[src/hw/rtl/tdmib_pkg.sv]
`default_nettype none
package tdmib_pkg;

  // window geometry
  localparam int GRID_SIDE  = 256;
  localparam int GRID_HALF  = GRID_SIDE / 2;
  localparam int GRID_CELLS = GRID_SIDE * GRID_SIDE;
  localparam int SIDE_AW    = $clog2(GRID_SIDE);
  localparam int CELL_AW    = $clog2(GRID_CELLS);
  localparam int CUR_W      = CELL_AW + 1;

  // fixed field widths
  localparam int POS_W  = 32;
  localparam int OFF_W  = POS_W + 1;
  localparam int INV_W  = 32;
  localparam int PROD_W = OFF_W + INV_W;
  localparam int FRAC_W = 24;
  localparam int IDX_W  = PROD_W - FRAC_W;
  localparam int GRAY_W = 8;
  localparam int Z_W    = 16;
  localparam int CNT_W  = 32;
  localparam int OUTI_W = 8;

  // window bounds on a grid index
  localparam logic signed [IDX_W-1:0] WIN_LO   = IDX_W'(-GRID_HALF);
  localparam logic signed [IDX_W-1:0] WIN_HI   = IDX_W'(GRID_HALF - 1);
  localparam logic signed [IDX_W-1:0] WIN_HALF = IDX_W'(GRID_HALF);
  localparam logic signed [IDX_W-1:0] Z_MAX    = IDX_W'(32767);
  localparam logic signed [IDX_W-1:0] Z_MIN    = IDX_W'(-32768);

  // commands
  localparam logic [1:0] CMD_INSERT = 2'd0;
  localparam logic [1:0] CMD_DRAIN  = 2'd1;
  localparam logic [1:0] CMD_CLEAR  = 2'd2;

  // register indexes
  localparam logic [1:0] REG_VEH_X = 2'd0;
  localparam logic [1:0] REG_VEH_Y = 2'd1;
  localparam logic [1:0] REG_VEH_Z = 2'd2;
  localparam logic [1:0] REG_INV   = 2'd3;

  localparam logic [INV_W-1:0] INV_RESET = INV_W'(65536);

  // grid indices of one point
  typedef struct packed {
    logic signed [IDX_W-1:0] x;
    logic signed [IDX_W-1:0] y;
    logic signed [IDX_W-1:0] z;
  } idx_t;

  // one stored cell
  typedef struct packed {
    logic              valid;
    logic [GRAY_W-1:0] intensity;
    logic [Z_W-1:0]    z;
  } cell_t;

endpackage
`default_nettype wire

[src/hw/rtl/tdmib_scale.sv]
`default_nettype none
// Scales three offsets by the reciprocal resolution and floors to grid indices.
// One 17x33 multiplier is shared over six partial products, two per axis.
module tdmib_scale (
  input  logic                                  clk,
  input  logic                                  rst_n,
  input  logic                                  start,
  input  logic signed [tdmib_pkg::OFF_W-1:0]    off_n,
  input  logic signed [tdmib_pkg::OFF_W-1:0]    off_e,
  input  logic signed [tdmib_pkg::OFF_W-1:0]    off_d,
  input  logic [tdmib_pkg::INV_W-1:0]           inv,
  output logic                                  done,
  output tdmib_pkg::idx_t                       idx
);
  import tdmib_pkg::*;

  localparam int HALF_W = 16;
  localparam int MA_W   = OFF_W - HALF_W;
  localparam int MB_W   = INV_W + 1;
  localparam int PP_W   = MA_W + MB_W;

  localparam logic [1:0] AX_N = 2'd0;
  localparam logic [1:0] AX_E = 2'd1;
  localparam logic [2:0] LAST_STEP = 3'd5;

  logic                     busy_r;
  logic                     done_r;
  logic [2:0]               step_r;
  logic                     acc_phase_r;
  logic signed [OFF_W-1:0]  off_n_r, off_e_r, off_d_r;
  logic [INV_W-1:0]         inv_r;
  logic signed [PP_W-1:0]   pp_r;
  logic signed [PROD_W-1:0] acc_r;
  idx_t                     idx_r;

  logic signed [OFF_W-1:0]  off_sel;
  logic signed [MA_W-1:0]   mul_a;
  logic signed [MB_W-1:0]   mul_b;
  logic signed [PP_W-1:0]   prod;
  logic signed [PROD_W-1:0] pp_ext;
  logic signed [PROD_W-1:0] acc_sum;

  // operand select: low half unsigned, high half signed
  always_comb begin
    case (step_r[2:1])
      AX_N:    off_sel = off_n_r;
      AX_E:    off_sel = off_e_r;
      default: off_sel = off_d_r;
    endcase
    if (step_r[0]) begin
      mul_a = off_sel[OFF_W-1:HALF_W];
    end else begin
      mul_a = signed'({1'b0, off_sel[HALF_W-1:0]});
    end
    mul_b = signed'({1'b0, inv_r});
    prod  = PP_W'(mul_a) * PP_W'(mul_b);
  end

  // accumulate partial product
  always_comb begin
    pp_ext = PROD_W'(pp_r);
    if (step_r[0]) begin
      acc_sum = acc_r + (pp_ext <<< HALF_W);
    end else begin
      acc_sum = pp_ext;
    end
  end

  always_ff @(posedge clk) begin
    if (!rst_n) begin
      busy_r      <= 1'b0;
      done_r      <= 1'b0;
      step_r      <= '0;
      acc_phase_r <= 1'b0;
    end else begin
      done_r <= 1'b0;
      if (start) begin
        busy_r      <= 1'b1;
        step_r      <= '0;
        acc_phase_r <= 1'b0;
        off_n_r     <= off_n;
        off_e_r     <= off_e;
        off_d_r     <= off_d;
        inv_r       <= inv;
      end else if (busy_r) begin
        if (!acc_phase_r) begin
          pp_r        <= prod;
          acc_phase_r <= 1'b1;
        end else begin
          acc_phase_r <= 1'b0;
          acc_r       <= acc_sum;
          // floor: arithmetic shift of the exact product
          if (step_r[0]) begin
            case (step_r[2:1])
              AX_N:    idx_r.x <= acc_sum[PROD_W-1:FRAC_W];
              AX_E:    idx_r.y <= acc_sum[PROD_W-1:FRAC_W];
              default: idx_r.z <= acc_sum[PROD_W-1:FRAC_W];
            endcase
          end
          if (step_r == LAST_STEP) begin
            busy_r <= 1'b0;
            done_r <= 1'b1;
          end else begin
            step_r <= step_r + 3'd1;
          end
        end
      end
    end
  end

  assign done = done_r;
  assign idx  = idx_r;

endmodule
`default_nettype wire

[config.mk]
export PLATFORM = sky130hd
export DESIGN_NAME = tdmib_scale
export DESIGN_NICKNAME = d
export VERILOG_FILES = /design/src/hw/rtl/tdmib_pkg.sv /design/src/hw/rtl/tdmib_scale.sv
export SDC_FILE = /design/constraint.sdc
export NUM_CORES = 2
export LEC_CHECK = 0
export ABC_CLOCK_PERIOD_IN_PS = 7300
export BUFFER_PORTS_ARGS = -buffer_cell sky130_fd_sc_hd__buf_2
export CAP_MARGIN = 10
export CORE_MARGIN = 5
export CORE_UTILIZATION = 57
export CTS_BUF_LIST = sky130_fd_sc_hd__clkbuf_8
export CTS_CLUSTER_DIAMETER = 80
export DETAILED_ROUTE_END_ITERATION = 7
export PLACE_DENSITY = 0.79
export REMOVE_ABC_BUFFERS = 1
export SLEW_MARGIN = 20
export SYNTH_ARGS = -nofsm -noshare
export SYNTH_HDL_FRONTEND = slang
export SYNTH_SLANG_ARGS = --single-unit
export TNS_END_PERCENT = 50
[constraint.sdc]
create_clock -name clk -period 7.3 [get_ports clk]
set_input_delay 0.73 -clock clk [delete_from_list [all_inputs] [get_ports clk]]
set_output_delay 0.73 -clock clk [all_outputs]
set_load 0.005 [all_outputs]
==> impl_table.tex <==
\begin{tabular}{lr}
\hline
Metric & Value \\
\hline
\multicolumn{2}{l}{\textbf{Synth}} \\
\quad Sequential element share of the synthesized area & 32.91\% \\
\quad Number of flip-flops and latches in the synthesized netlist & 359 \\
\quad Prevailing post-synth register cell & sky130\_fd\_sc\_hd\_\_edfxtp\_1 \\
\quad Netlist area before placement & 32570 µm² \\
\quad Syn Inst Count & 2972 \\
\quad EDFF count, synth & 353 \\
\quad Cell type with the highest aggregate area in the netlist & sky130\_fd\_sc\_hd\_\_edfxtp\_1 \\
\quad Area fraction of the dominant cell type after synthesis & 32.55\% \\
\quad YS warnings & 0 \\
\quad Avg Inst Size Synth & 10.96 µm² \\
\quad Fraction of registers with async set or reset after synthesis & 0\% \\
\quad Count of different cell masters after synthesis & 68 \\
\quad Top area cells in the synthesized netlist & sky130\_fd\_sc\_hd\_\_edfxtp\_1, sky130\_fd\_sc\_hd\_\_fa\_1, sky130\_fd\_sc\_hd\_\_ha\_1 \\
\multicolumn{2}{l}{\textbf{Global routing}} \\
\quad Maximum number of pins on one net before global-route repair & 78 \\
\quad Sum of overflow across all layers after global routing & 0 \\
\quad Vias in the first global route & 23.79k \\
\quad Global-route wire length before repair & 122100 µm \\
\quad Initial antenna violation count & 1 \\
\quad All-Layer GR Usage & 24.09\% \\
\multicolumn{2}{l}{\textbf{Timing}} \\
\quad Final hold violations & 0 \\
\quad Final period util & 98.15\% \\
\quad Relative max-transition margin & 27.64\% \\
\quad Final critical-path required period & 7.165 ns \\
\quad Fin Clk Skew & 0.03438 ns \\
\quad Count of final max-slew check failures & 0 \\
\quad Total negative setup slack & 0 ns \\
\quad Final Setup Violations & 0 \\
\quad Fmax achieved & 139.6 MHz \\
\quad Slew of the pin with the lowest slew margin & 1.072 ns \\
\multicolumn{2}{l}{\textbf{Cells and area}} \\
\quad Post-route insts no fill & 4069 \\
\quad Final core utilization & 65.29\% \\
\quad Number of nets in the layout & 4065 \\
\quad Area of all placed cells without fillers & 36890 µm² \\
\quad Proportion of layout cells with a drive suffix above 1 & 17.36\% \\
\quad Synthesis-to-finish area growth & 13.25\% \\
\multicolumn{2}{l}{\textbf{Clock network}} \\
\quad Total CTS buffers & 54 \\
\quad Total number of H-tree levels & 2 \\
\quad Number of hold buffers added after cts & 0 \\
\quad CTS sink count & 359 \\
\quad Post-CTS clock slew at the launch and capture registers of the worst setup and hold paths & 0.06 ns \\
\quad Max Buffers Root-to-Sink & 3 \\
\quad Clock Tree Root & sky130\_fd\_sc\_hd\_\_clkbuf\_8 \\
\quad Clock latency reported for the late side of the worst-skew pair & 0.65 ns \\
\quad CTS tree & yes \\
\multicolumn{2}{l}{\textbf{Route}} \\
\quad Top layer in use & met4 \\
\quad Number of routed nets with antenna violations & 0 \\
\quad Wire per inst & 19.16 µm \\
\quad Met3 Routed Length & 6426 µm \\
\quad DR pass1 iterations & 6 \\
\quad Residual DRC count & 0 \\
\quad Total length of routed met2 wires & 38080 µm \\
\quad M1 wire length & 30510 µm \\
\quad Drt via density & 5.553 \\
\quad Routed vias & 22.60k \\
\quad 1st-iter DRT viols & 1845 \\
\quad DRT Wirelength & 77980 µm \\
\multicolumn{2}{l}{\textbf{Worst setup path}} \\
\quad Worst setup startpoint & step\_r[1]\$\_SDFFE\_PN0P\_ \\
\quad Most frequent cell on the critical path & sky130\_fd\_sc\_hd\_\_fa\_1 \\
\quad Type of element launching the critical path & flip-flop \\
\quad Critical Path Slowest Stage Cell & sky130\_fd\_sc\_hd\_\_fa\_1 \\
\quad Largest stage delay on the critical path & 0.55 ns \\
\quad Critical path peak fanout & 6 \\
\quad Endpoint class of the critical path & flip-flop \\
\quad Required time at the endpoint of the critical path & 7.68 ns \\
\quad Critical path class & reg2reg \\
\quad Launch point of the worst reg-to-reg path & step\_r[1]\$\_SDFFE\_PN0P\_ \\
\quad Critical path data arrival time & 7.54 ns \\
\multicolumn{2}{l}{\textbf{Run status}} \\
\quad Result of the run & complete, no violations \\
\multicolumn{2}{l}{\textbf{Placement}} \\
\quad DP HPWL & 60310 µm \\
\quad Placer's final routability congestion estimate & 0.9724 \\
\quad Cell area reported after detailed placement & 35120 µm² \\
\quad Number of port buffers & 257 \\
\quad Total instance count after detailed placement & 3934 \\
\multicolumn{2}{l}{\textbf{Hold path}} \\
\quad Hold Crit Class & in2reg \\
\quad Launch instance of the worst min-delay path & inv[12] \\
\multicolumn{2}{l}{\textbf{Floorplan}} \\
\quad Core region area & 56500 µm² \\
\quad Die outline width & 249.0 µm \\
\quad Die Span Y & 249.0 µm \\
\quad Initial standard-cell utilization of the core & 57.65\% \\
\quad Floorplan row count & 87 \\
\quad I/O pin count & 258 \\
\quad Die outline area & 62020 µm² \\
\multicolumn{2}{l}{\textbf{Job}} \\
\quad Max-capacitance violation count & 0 \\
\hline
\end{tabular}
-- layout by cell type (no fill, tap or decap), drive strengths merged, types with 60 or more instances in the layout --
| master | netlist | final |
|---|---|---|
| inv | 518 | 538 |
| a21oi | 124 | 124 |
| nand2 | 325 | 325 |
| edfxtp | 353 | 353 |
| xnor2 | 60 | 60 |
| fa | 450 | 450 |
| ha | 208 | 208 |
| clkbuf | 115 | 62 |
| buf | 8 | 360 |
| nor2b | 159 | 159 |
| and2 | 124 | 124 |
| o21ai | 86 | 86 |
| nor2 | 90 | 90 |
-- path summary, 6_finish.rpt --
path,to,slack [ns],cells past startpoint
hold / removal,inv_r[12]$_DFFE_PP_,0.25,1
hold reg to reg,busy_r$_SDFF_PN0_,0.60,2
setup reg to reg,pp_r[49]$_DFFE_PP_,0.13,26
setup / recovery,pp_r[49]$_DFFE_PP_,0.13,26
-- synth_stat cells (all sizes together) (5+ instances only) --
| cell | count |
|---|---|
| a211oi | 10 |
| a21boi | 5 |
| a21o | 34 |
| a21oi | 124 |
| a31oi | 10 |
| and2 | 124 |
| and3 | 11 |
| buf | 8 |
| clkbuf | 115 |
| dfxtp | 6 |
| edfxtp | 353 |
| fa | 450 |
| ha | 208 |
| inv | 518 |
| mux2 | 28 |
| mux2i | 19 |
| mux4 | 16 |
| nand2 | 325 |
| nand2b | 28 |
| nand3 | 24 |
| nand4 | 15 |
| nor2 | 90 |
| nor2b | 159 |
| nor3 | 13 |
| o211ai | 10 |
| o21a | 8 |
| o21ai | 86 |
| o21bai | 18 |
| o31ai | 7 |
| or2 | 14 |
| xnor2 | 60 |
| xor2 | 29 |
-- sequential cells by signal, indices dropped and copies added (netlist names) --
| register | flops |
|---|---|
| off_n_r | 33 |
| acc_phase_r | 1 |
| off_d_r | 33 |
| off_e_r | 33 |
| acc_r | 49 |
| inv_r | 32 |
| done | 1 |
| busy_r | 1 |
| pp_r | 50 |
| idx | 123 |
| step_r | 3 |
-- worst max-delay path, delay by kind of cell, from the launching register on --
family | cells | cell delay, ns
AO/OA/AOI/OAI | 7 | 1.56
XOR/XNOR | 1 | 0.14
flip-flops | 1 | 0.39
AND/OR/NAND/NOR | 2 | 0.12
adder cells (fa/ha/maj) | 7 | 3.25
buffers and inverters | 8 | 0.87
multiplexers | 1 | 0.53
-- layout make-up --
type	count	area [µm²]
Sequential cell	359	10730
Fill cell	4166	19610
Tap cell	756	945.9
Inverter	518	1944
Clock buffer	54	743.2
Clock inverter	41	280.3
Multi-Input combinational cell	1972	19810
Timing Repair Buffer	368	2432
Antenna cell	1	2.502
-- cell families (layout without fill, tap and decap cells) --
group | after synthesis | in the layout | share of synthesized area [%]
buffers and inverters | 641 | 981 | 7.414
other | 0 | 1 | 0
AOI/OAI and AO/OA | 344 | 344 | 6.519
adders and majority gates | 658 | 658 | 35.65
DFF | 359 | 359 | 32.91
muxes | 63 | 63 | 2.658
and+or+nand+nor | 818 | 818 | 12.45
xor gates and xnor gates | 89 | 89 | 2.393
-- timing repair --
action | in CTS | in global routing
setup endpoints to repair | 1 | 18
gates resized for setup | 1 | 72
buffers inserted | 0 | 32
gates cloned | 0 | 7
pin swaps | 0 | 29
-- per-stage QoR --
step	setup slack (ns)	hold slack (ns)
6_report	0.1347	0.2508
3_3_place_gp	0.1623	0.5450
4_1_cts	0.05844	0.1837
5_1_grt	-0.02609	0.2065
2_1_floorplan	-2.588	0.5238
3_5_place_dp	0.01412	0.5895
-- metal layers --
metal | global-route usage, % | up-vias
li1 | - | 10160
met1 | 32.17 | 11240
met2 | 40.57 | 991
met3 | 5.064 | 206
met4 | 6.679 | 0
met5 | 0 | -
Power is not shown: default switching activity piles up to over one toggle a cycle in this logic, so the estimate is an artifact.
